**src/hw/rtl/rect_overlap_points_defines.svh**
```systemverilog
// Assertion macros shared by the rect_overlap_points RTL.
// Macros assume a clock named clk and an active-high reset named rst.
`ifndef RECT_OVERLAP_POINTS_DEFINES_SVH
`define RECT_OVERLAP_POINTS_DEFINES_SVH

// Same-cycle implication.
`define ROP_ASSERT_NOW(lbl, ante, cons, msg) \
  lbl: assert property (@(posedge clk) disable iff (rst) (ante) |-> (cons)) else $error(msg);

// Next-cycle implication.
`define ROP_ASSERT_NEXT(lbl, ante, cons, msg) \
  lbl: assert property (@(posedge clk) disable iff (rst) (ante) |=> (cons)) else $error(msg);

`endif

```
**src/hw/rtl/rop_pkg.sv**
```systemverilog
// Types, constants and geometry helpers for rect_overlap_points.
// No dependencies.
`default_nettype none

package rop_pkg;

  localparam int COORD_BITS_DEF = 32;
  localparam int CW             = 32;   // exact corner width
  localparam int NPTS           = 16;   // candidate points per item

  typedef logic signed [CW-1:0] coord_t;

  typedef struct packed {
    coord_t [3:0] x;
    coord_t [3:0] y;
  } rop_rect_t;

  // One item after the tests: both rectangles and the candidate mask.
  typedef struct packed {
    rop_rect_t        ra;
    rop_rect_t        rb;
    logic [NPTS-1:0]  mask;
  } rop_cand_t;

  function automatic rop_rect_t make_rect(logic [30:0] x, logic [30:0] y,
                                          logic [29:0] l, logic [29:0] h);
    rop_rect_t r;
    coord_t    x0, y0, x1, y1;
    x0 = {x[30], x};
    y0 = {y[30], y};
    x1 = x0 + {2'b00, l};
    y1 = y0 + {2'b00, h};
    r.x = {x0, x1, x1, x0};   // packed [3:0]: element 3 first
    r.y = {y1, y1, y0, y0};
    return r;
  endfunction

  function automatic logic in_box(coord_t px, coord_t py, rop_rect_t q);
    return ($signed(px) >= $signed(q.x[0])) && ($signed(px) <= $signed(q.x[1])) &&
           ($signed(py) >= $signed(q.y[0])) && ($signed(py) <= $signed(q.y[2]));
  endfunction

  // Horizontal edge i of p against vertical edge i of q.
  function automatic logic crosses(rop_rect_t p, rop_rect_t q, logic [1:0] i);
    coord_t lo, hi, e0, e1, hy, vx;
    hy = p.y[i];
    vx = q.x[i];
    case (i) inside
      2'd0, 2'd3: begin
        lo = q.y[0];
        hi = q.y[3];
      end
      default: begin
        lo = q.y[1];
        hi = q.y[2];
      end
    endcase
    case (i) inside
      2'd0, 2'd1: begin
        e0 = p.x[0];
        e1 = p.x[1];
      end
      default: begin
        e0 = p.x[3];
        e1 = p.x[2];
      end
    endcase
    return ($signed(hy) >= $signed(lo)) && ($signed(hy) <= $signed(hi)) &&
           (($signed(e0) > $signed(vx)) != ($signed(e1) > $signed(vx)));
  endfunction

endpackage

`default_nettype wire

```
**src/hw/rtl/rop_serial.sv**
```systemverilog
// Point serializer and output register for rect_overlap_points.
// Depends on rop_pkg and rect_overlap_points_defines.svh.
`default_nettype none
`include "rect_overlap_points_defines.svh"

module rop_serial
  import rop_pkg::*;
#(
  parameter int COORD_BITS = COORD_BITS_DEF
) (
  input  wire logic               clk,
  input  wire logic               rst,
  input  wire logic               ld_valid,
  output logic                    ld_ready,
  input  wire rop_cand_t          ld_cand,
  output logic                    out_valid,
  input  wire logic               out_ready,
  output logic signed [CW-1:0]    pt_x,
  output logic signed [CW-1:0]    pt_y,
  output logic                    no_points,
  output logic                    last_point
);

  localparam int WB = (COORD_BITS < CW) ? COORD_BITS : CW;

  logic            ser_v;
  rop_rect_t       ra, rb;
  logic [NPTS-1:0] mask;

  logic [3:0]      idx;
  logic [NPTS-1:0] rest;
  logic            ser_last, empty, out_load;
  coord_t          px, py;
  logic [CW-1:0]   wx, wy;

  // lowest pending candidate goes first
  always_comb begin
    idx = '0;
    for (int b = NPTS - 1; b >= 0; b--) begin
      if (mask[b]) idx = 4'(b);
    end
  end

  assign rest     = mask & ~(NPTS'(1) << idx);
  assign empty    = (mask == '0);
  assign ser_last = empty || (rest == '0);
  assign out_load = ser_v && (!out_valid || out_ready);
  assign ld_ready = !ser_v || (out_load && ser_last);

  always_comb begin
    case (idx[3:2])
      2'd0: begin
        px = ra.x[idx[1:0]];
        py = ra.y[idx[1:0]];
      end
      2'd1: begin
        px = rb.x[idx[1:0]];
        py = rb.y[idx[1:0]];
      end
      2'd2: begin
        px = rb.x[idx[1:0]];
        py = ra.y[idx[1:0]];
      end
      default: begin
        px = ra.x[idx[1:0]];
        py = rb.y[idx[1:0]];
      end
    endcase
  end

  // two's complement wrap to the coordinate width
  always_comb begin
    for (int b = 0; b < CW; b++) begin
      wx[b] = (b < WB) ? px[b] : px[WB-1];
      wy[b] = (b < WB) ? py[b] : py[WB-1];
    end
  end

  always_ff @(posedge clk) begin
    if (rst) begin
      ser_v     <= 1'b0;
      out_valid <= 1'b0;
    end else begin
      if (ld_valid && ld_ready) begin
        ser_v <= 1'b1;
      end else if (out_load && ser_last) begin
        ser_v <= 1'b0;
      end
      if (out_load) begin
        out_valid <= 1'b1;
      end else if (out_ready) begin
        out_valid <= 1'b0;
      end
    end
  end

  always_ff @(posedge clk) begin
    if (ld_valid && ld_ready) begin
      ra   <= ld_cand.ra;
      rb   <= ld_cand.rb;
      mask <= ld_cand.mask;
    end else if (out_load) begin
      mask <= rest;
    end
    if (out_load) begin
      pt_x       <= empty ? '0 : $signed(wx);
      pt_y       <= empty ? '0 : $signed(wy);
      no_points  <= empty;
      last_point <= ser_last;
    end
  end

  `ROP_ASSERT_NOW(a_empty_fmt, out_valid && no_points,
                  last_point && pt_x == '0 && pt_y == '0,
                  "empty item must be a single zero result")
  `ROP_ASSERT_NEXT(a_no_drop, out_load && !ser_last, ser_v,
                   "item left the serializer early")
  `ROP_ASSERT_NEXT(a_mask_step, out_load && !ser_last && !(ld_valid && ld_ready),
                   $countones(mask) == $past($countones(mask)) - 1,
                   "serializer must retire one point per result")

endmodule

`default_nettype wire

```
**src/hw/rtl/rect_overlap_points.sv**
```systemverilog
// Top level of rect_overlap_points: input register, corner stage, test stage.
// Depends on rop_pkg, rop_serial and rect_overlap_points_defines.svh.
//
//   channel | signals                                  | dir | item
//   --------+------------------------------------------+-----+-------------------------
//   in      | in_valid/in_ready, rect_a_*, rect_b_*    | in  | one rectangle pair
//   out     | out_valid/out_ready, pt_x, pt_y, flags   | out | one overlap point
//
// An accepted item passes the input register, the corner-sum register, the serializer
// (loaded with the inside/crossing compares), then the output register.
// The serializer emits one point per cycle unless out_ready stalls it, so an item with n
// points gives max(n,1) results (1 to 16); that single result port sets the rate.
// The next item loads with the previous item's last point: items run back to back.
// Synchronous reset empties every stage; out_ready low stalls what cannot move.
`default_nettype none
`include "rect_overlap_points_defines.svh"

module rect_overlap_points
  import rop_pkg::*;
#(
  parameter int COORD_BITS = COORD_BITS_DEF
) (
  input  wire logic               clk,
  input  wire logic               rst,
  input  wire logic               in_valid,
  output logic                    in_ready,
  input  wire logic signed [30:0] rect_a_x,
  input  wire logic signed [30:0] rect_a_y,
  input  wire logic        [29:0] rect_a_len,
  input  wire logic        [29:0] rect_a_hgt,
  input  wire logic signed [30:0] rect_b_x,
  input  wire logic signed [30:0] rect_b_y,
  input  wire logic        [29:0] rect_b_len,
  input  wire logic        [29:0] rect_b_hgt,
  output logic                    out_valid,
  input  wire logic               out_ready,
  output logic signed [CW-1:0]    pt_x,
  output logic signed [CW-1:0]    pt_y,
  output logic                    no_points,
  output logic                    last_point
);

  // stage 0: raw input register
  logic        v0;
  logic [30:0] ax0, ay0, bx0, by0;
  logic [29:0] al0, ah0, bl0, bh0;

  // stage 1: corner coordinates
  logic      v1;
  rop_rect_t ra1, rb1;

  logic      adv0, adv1, ready1, ld_ready;
  rop_cand_t cand;

  assign ready1   = !v1 || ld_ready;
  assign adv1     = v1 && ld_ready;
  assign adv0     = v0 && ready1;
  assign in_ready = !v0 || ready1;

  always_ff @(posedge clk) begin
    if (rst) begin
      v0 <= 1'b0;
      v1 <= 1'b0;
    end else begin
      if (in_valid && in_ready) begin
        v0 <= 1'b1;
      end else if (adv0) begin
        v0 <= 1'b0;
      end
      if (adv0) begin
        v1 <= 1'b1;
      end else if (adv1) begin
        v1 <= 1'b0;
      end
    end
  end

  always_ff @(posedge clk) begin
    if (in_valid && in_ready) begin
      ax0 <= rect_a_x;
      ay0 <= rect_a_y;
      al0 <= rect_a_len;
      ah0 <= rect_a_hgt;
      bx0 <= rect_b_x;
      by0 <= rect_b_y;
      bl0 <= rect_b_len;
      bh0 <= rect_b_hgt;
    end
    if (adv0) begin
      ra1 <= make_rect(ax0, ay0, al0, ah0);
      rb1 <= make_rect(bx0, by0, bl0, bh0);
    end
  end

  // Candidate order: A corners in B, B corners in A, A horizontals across
  // B verticals, B horizontals across A verticals.
  always_comb begin
    cand.ra = ra1;
    cand.rb = rb1;
    for (int i = 0; i < 4; i++) begin
      cand.mask[i]      = in_box(ra1.x[i], ra1.y[i], rb1);
      cand.mask[4 + i]  = in_box(rb1.x[i], rb1.y[i], ra1);
      cand.mask[8 + i]  = crosses(ra1, rb1, 2'(i));
      cand.mask[12 + i] = crosses(rb1, ra1, 2'(i));
    end
  end

  rop_serial #(
    .COORD_BITS(COORD_BITS)
  ) u_serial (
    .clk        (clk),
    .rst        (rst),
    .ld_valid   (v1),
    .ld_ready   (ld_ready),
    .ld_cand    (cand),
    .out_valid  (out_valid),
    .out_ready  (out_ready),
    .pt_x       (pt_x),
    .pt_y       (pt_y),
    .no_points  (no_points),
    .last_point (last_point)
  );

  `ROP_ASSERT_NEXT(a_take_fills, in_valid && in_ready, v0, "accepted item not captured")
  `ROP_ASSERT_NEXT(a_hold_s0, v0 && !adv0, v0 && $stable(ax0) && $stable(bh0),
                   "stage 0 lost a stalled item")
  `ROP_ASSERT_NEXT(a_hold_s1, v1 && !adv1, v1 && $stable(ra1) && $stable(rb1),
                   "stage 1 lost a stalled item")

endmodule

`default_nettype wire

```
**config.mk**
```make
export PLATFORM = sky130hd
export DESIGN_NAME = rect_overlap_points
export DESIGN_NICKNAME = d
export VERILOG_FILES = /design/src/hw/rtl/rop_pkg.sv /design/src/hw/rtl/rop_serial.sv /design/src/hw/rtl/rect_overlap_points.sv
export VERILOG_INCLUDE_DIRS = /design/src /design/src/hw/rtl
export SDC_FILE = /design/constraint.sdc
export NUM_CORES = 2
export LEC_CHECK = 0
export BUFFER_PORTS_ARGS = -buffer_cell sky130_fd_sc_hd__buf_4
export CORE_MARGIN = 2
export CORE_UTILIZATION = 60
export CTS_CLUSTER_SIZE = 16
export DETAILED_ROUTE_END_ITERATION = 10
export PLACE_DENSITY = 0.76
export SLEW_MARGIN = 20
export SYNTH_ARGS = -nofsm -noshare
export SYNTH_HDL_FRONTEND = slang
export SYNTH_SLANG_ARGS = --single-unit
```
**constraint.sdc**
```tcl
create_clock -name clk -period 28.1 [get_ports clk]
set_clock_uncertainty 0.15 [all_clocks]
set_input_delay 4.215 -clock clk [delete_from_list [all_inputs] [get_ports clk]]
set_output_delay 4.215 -clock clk [all_outputs]
set_load 0.01 [all_outputs]
```
# Yosys cells after proc, flatten, opt, wreduce, memory -nomap -nowiden
# Index checks and enable logic that the tools add are counted.
word_totals:
  inputBits: 248
  regBits: 834
  wordCells: 163
op_classes:
  n_mux: 36
  shifts: 1
  n_addsub: 4
  n_bitwise: 2
  eq_ne: 6
  n_lt_le_gt_ge: 25
  n_reduce_logical: 56
op_table:
  columns: ["op", "n"]
  rows:
  - ["$bmux 32 s2", 4]
  - ["$mux 32", 6]
  - ["$add 31x31->32", 4]
  - ["$ge 32x31->1", 4]
  - ["$le 31x32->1", 4]
  - ["$le 32x32->1", 4]
  - ["$ge 31x31->1", 4]
  - ["$gt 31x32->1", 2]
  - ["$gt 32x31->1", 2]
  - ["$gt 32x32->1", 2]
  - ["$mux 4", 16]
  - ["$gt 31x31->1", 2]
  - ["$logic_and 1x1->1", 37]
  - ["$logic_not 16->1", 2]
  - ["$mux 16", 2]
  - ["$and 16x16->16", 1]
  - ["$not 16->16", 1]
  - ["$shl 1x4->16 const A", 1]
  - ["$reduce_bool 2->1", 5]
  - ["$mux 1", 8]
  - ["$logic_or 1x1->1", 5]
  - ["$logic_not 1->1", 4]
  - ["$ne 1x1->1", 4]
  - ["$reduce_or 2->1", 2]
  - ["other kinds (4)", 4]

# Longest topological paths before layout
depth:
  ltp_word: 27
  ltp_mapped: 14
  mapped_depth_nobuf: 13

# Hierarchy
# Synthesis repeated with hierarchy kept, for this count alone.
hier_totals:
  cells_unflattened: 3762
  area_unflattened_um2: 50623.6
modules_own_cells:
  columns: ["module", "instances", "area_each_um2", "seq_area_each_um2", "cells_each"]
  rows:
  - ["rect_overlap_points", 1, 27815.4, 14934.3, 2270]
  - ["rop_serial", 1, 22808.1, 17877.1, 1492]

# Worst setup path after synthesis
# Ideal clock, no wire load.
synth_path:
  path_kind: "input port to flip-flop"
  from: "input port out_ready"
  to: "register rb1, in the netlist cand[112], enable pin"
  path_stages: 3
  t_arrival_ns: 15.574
  n_path_buf: 0
  setup_slack_ns: 11.480
  cell_sequence: "nand2b_1 -> a31oi_1 -> nor2b_1"
synth_via:
  elab_chain_cells: 6
synth_rtl:
  columns: ["item", "line_no", "source"]
  rows:
  - ["start, declared", "rect_overlap_points.sv:36", "input wire logic out_ready,"]
  - ["$logic_or 1x1->1", "rop_serial.sv:47", "assign out_load = ser_v && (!out_valid || out_ready);"]
  - ["$logic_and 1x1->1", "rop_serial.sv:47", null]
  - ["$logic_and 1x1->1", "rop_serial.sv:48", "assign ld_ready = !ser_v || (out_load && ser_last);"]
  - ["$logic_or 1x1->1", "rop_serial.sv:48", null]
  - ["$logic_or 1x1->1", "rect_overlap_points.sv:55", "assign ready1 = !v1 || ld_ready;"]
  - ["$logic_and 1x1->1", "rect_overlap_points.sv:57", "assign adv0 = v0 && ready1;"]
  - ["via adv0", "rect_overlap_points.sv:52", "logic adv0, adv1, ready1, ld_ready;"]
  - ["end signal, assigned", "rect_overlap_points.sv:91", "rb1 <= make_rect(bx0, by0, bl0, bh0);"]
  - ["end, declared", "rect_overlap_points.sv:50", "rop_rect_t ra1, rb1;"]
# The timed path passes the listed nets, and every way through them passes these cells.
# A chain may end at the register's enable or synchronous reset.

# Final worst setup path
layout_path:
  from: "input port out_ready"
  to: "output port in_ready"
layout_via:
  elab_chain_cells: 6
layout_rtl:
  columns: ["item", "line_no", "source"]
  rows:
  - ["$logic_or 1x1->1", "rop_serial.sv:47", null]
  - ["$logic_and 1x1->1", "rop_serial.sv:47", null]
  - ["$logic_and 1x1->1", "rop_serial.sv:48", null]
  - ["$logic_or 1x1->1", "rop_serial.sv:48", null]
  - ["$logic_or 1x1->1", "rect_overlap_points.sv:55", null]
  - ["$logic_or 1x1->1", "rect_overlap_points.sv:58", "assign in_ready = !v0 || ready1;"]
  - ["end, declared", "rect_overlap_points.sv:26", "output logic in_ready,"]
# No other way between the ends.

==> results.ini <==
[synthesis]
syn_nets = 3404
ys_seq_elements = 834
syn_area_um2 = 39800
synth-edff-count = 830
ys_types = 92
synthCells = 2778
synthFlopType = edfxtp_1
ys_seq_area_share_pct = 62.8
synthTopCellsByArea = edfxtp_1, ha_1, a21o_1, inv_1, a21oi_1
yosysWarnings = 0
synth.largest_area_cell = edfxtp_1
async_reset_ff_share_pct = 0
synth_top_area_share_pct = 62.6
syn_area_per_cell_um2 = 14.3

[detailed_routing]
viasPerCell = 5.98
first_pass_iters = 5
drtAntennaViolNets = 0
wl_per_cell_um = 22.6
drt_wl_total_mm = 92.5
drt_iter0_drc = 1918
vias = 24500
drc = 0

[pwr]
p_leak_uw = 0.0186
power.density_nw_per_um2 = 65.9
peakVddDrop_v = 0.0000689
p_total_uw = 3040

[global_route]
grt.total_usage_pct = 27.1
grt-ovfl-total = 0
antenna_found_initial = 1
first_global_vias = 25200
grt_first_pass_wirelength_mm = 140
grt_max_degree = 156

[finish]
layout-drive-gt1-share_pct = 17.7
final_net_count = 3791
mostFrequentLayoutCells = edfxtp_1, ha_1, buf_4, inv_1, a21oi_1
fin_util_pct = 70.2
fill_cells = 4350
diodes = 0
mostFrequentLayoutCell = edfxtp_1
register_area_um2 = 25000
multi_input_comb_area_um2 = 13800
syn_to_final_growth_pct = 15.9

[worst_setup_path]
worstPathCellList = buf_4, nand2b_1, a31oi_1, nand2_1, buf_4
startpoint_type = input port
crit_path_end_kind = primary output
arrival_ns = 5.37
slowest_stage = a31oi_1
crit_fanout = 5
crit_top_cell = buf_4
crit_required_ns = 23.74
slowest_delay_ns = 0.47
path_class = input port to primary output

[outcome]
status = completed

[flow_run]
drv_cap = 0

[clock_tree]
tritoncts = built
clkTransAtPathRegs_ns = 0.06
clock_latency_ns = 0.65
cts_buffers = 87
clock_path_buffers = 3
post_cts.repair.setup_buffers = 0
ctsHoldBuffers = 0
cts-root-buf = clkbuf_16
cts_num_sinks = 834
ctsHtreeMaxLevel = 3
postCtsResizedCells = 0

[floorplan]
core_um2 = 65700
die_w_um = 262
die_area_um2 = 68500
rows = 94
ios = 316
die_y_um = 262
start_util_pct = 60.6

[timing]
finalCritPeriodShare_pct = 34.6
rsz0062_at_grt = false
fmax_mhz = 103
worst_slew_pin_slew_ns = 1.06
setup_viol = 0
slew_viol_final = 0
post-route-min-period_ns = 9.73
slew_headroom_pct = 28.7
hold_viol = 0
tns_ns = 0

[placed_design]
gp_congestion = 0.920
port_buffers = 315
hpwlAfterDp_mm = 68.1

[worst_hold_path]
hold_class = flip-flop to flip-flop

-- cells by family after synthesis --
| group | Yosys count | share of synthesized area, % |
|---|---|---|
| buffers and inverters | 263 | 2.62 |
| flip-flops | 834 | 62.8 |
| adder cells (fa/ha/maj) | 378 | 12.0 |
| AO/OA/AOI/OAI | 598 | 10.1 |
| multiplexers | 97 | 3.56 |
| AND/OR/NAND/NOR | 497 | 6.53 |
| XOR/XNOR | 111 | 2.44 |
-- layout make-up --
class	count	share of cell area (%)
clock buffer	98	4.81
clock inverter	62	1.39
inverter	232	1.90
multi-input combinational	1681	30.0
sequential	834	54.2
tap	864	2.34
timing repair buffer	329	5.38
-- power by group --
part | total [µW] | switching, µW | internal, µW | leakage [µW]
logic | 376 | 211 | 165 | 0.00942
registers | 1510 | 45.0 | 1460 | 0.00785
clock network | 1160 | 496 | 666 | 0.00136
total | 3040 | 752 | 2290 | 0.0186
-- per-stage QoR --
step / worst slack (ns) / hold slack [ns] / area (µm²) / std cells
floorplan: 11.48 / 0.276 / 39800 / 2778
global placement: 18.42 / 0.284 / 43300 / 3940
detailed placement: 18.43 / 0.285 / 43300 / 3940
CTS: 18.38 / 0.286 / 46100 / 4100
global route: 18.31 / 0.315 / 46200 / 4100
finish: 18.37 / 0.286 / 46200 / 4100
-- routing by layer --
layer	track usage [%]	up-vias	share of wire, %
li1	-	11500	-
met1	34.1	12100	40
met2	47.5	795	51
met3	3.80	194	5.3
met4	10.8	0	4.0
met5	0	-	0
-- path summary, 6_finish.rpt --
check,start,endpoint,slack (ns),cells past startpoint
worst max-delay path,out_ready,in_ready,18.37,5
worst min-delay path,cand[510],u_serial.ra[238],0.29,0
worst max register to register,u_serial.mask[0],u_serial.rb[77],21.97,10
worst min register to register,cand[510],u_serial.ra[238],0.29,0
-- worst max-delay path: cells and delay by family --
kind	cells	cell delay (ns)
compound gates	1	0.47
simple gates	2	0.40
buf+inv	2	0.28
-- cell usage after synthesis, types with 5 or more instances --
cell        n
a211o_1     6
a211oi_1   47
a21boi_0    6
a21o_1    116
a21oi_1   160
a221oi_1    7
a31o_2      6
a31oi_1     7
and2_1      5
and2b_1    20
and3_1     11
and4_1      7
buf_6       6
clkbuf_1   21
edfxtp_1  830
ha_1      374
inv_1     231
mux2_2     31
mux2i_1    34
mux4_2     30
nand2_1    97
nand2b_1   30
nand3_1    30
nand4_1    56
nor2_1    123
nor2b_1    46
nor3_1     26
nor4_1      6
o211ai_1   17
o21a_1     41
o21ai_0    88
o21ai_1     6
o21bai_1   14
o22ai_1    13
o31ai_1     9
o41ai_1     5
or2_2      10
or3_1       9
xnor2_1    72
xor2_1     39
-- flip-flops by register name, summed over array words and instances, names as in the netlist --
signal,count
v1,1
al0,30
u_serial.ra,126
u_serial.pt_y,32
v0,1
bl0,30
u_serial.no_points,1
bx0,31
ay0,31
by0,31
u_serial.out_valid,1
ax0,31
u_serial.pt_x,32
u_serial.last_point,1
ah0,30
u_serial.rb,126
bh0,30
cand,252
u_serial.mask,16
u_serial.ser_v,1
Note: power is estimated with default switching activity, not from simulation.
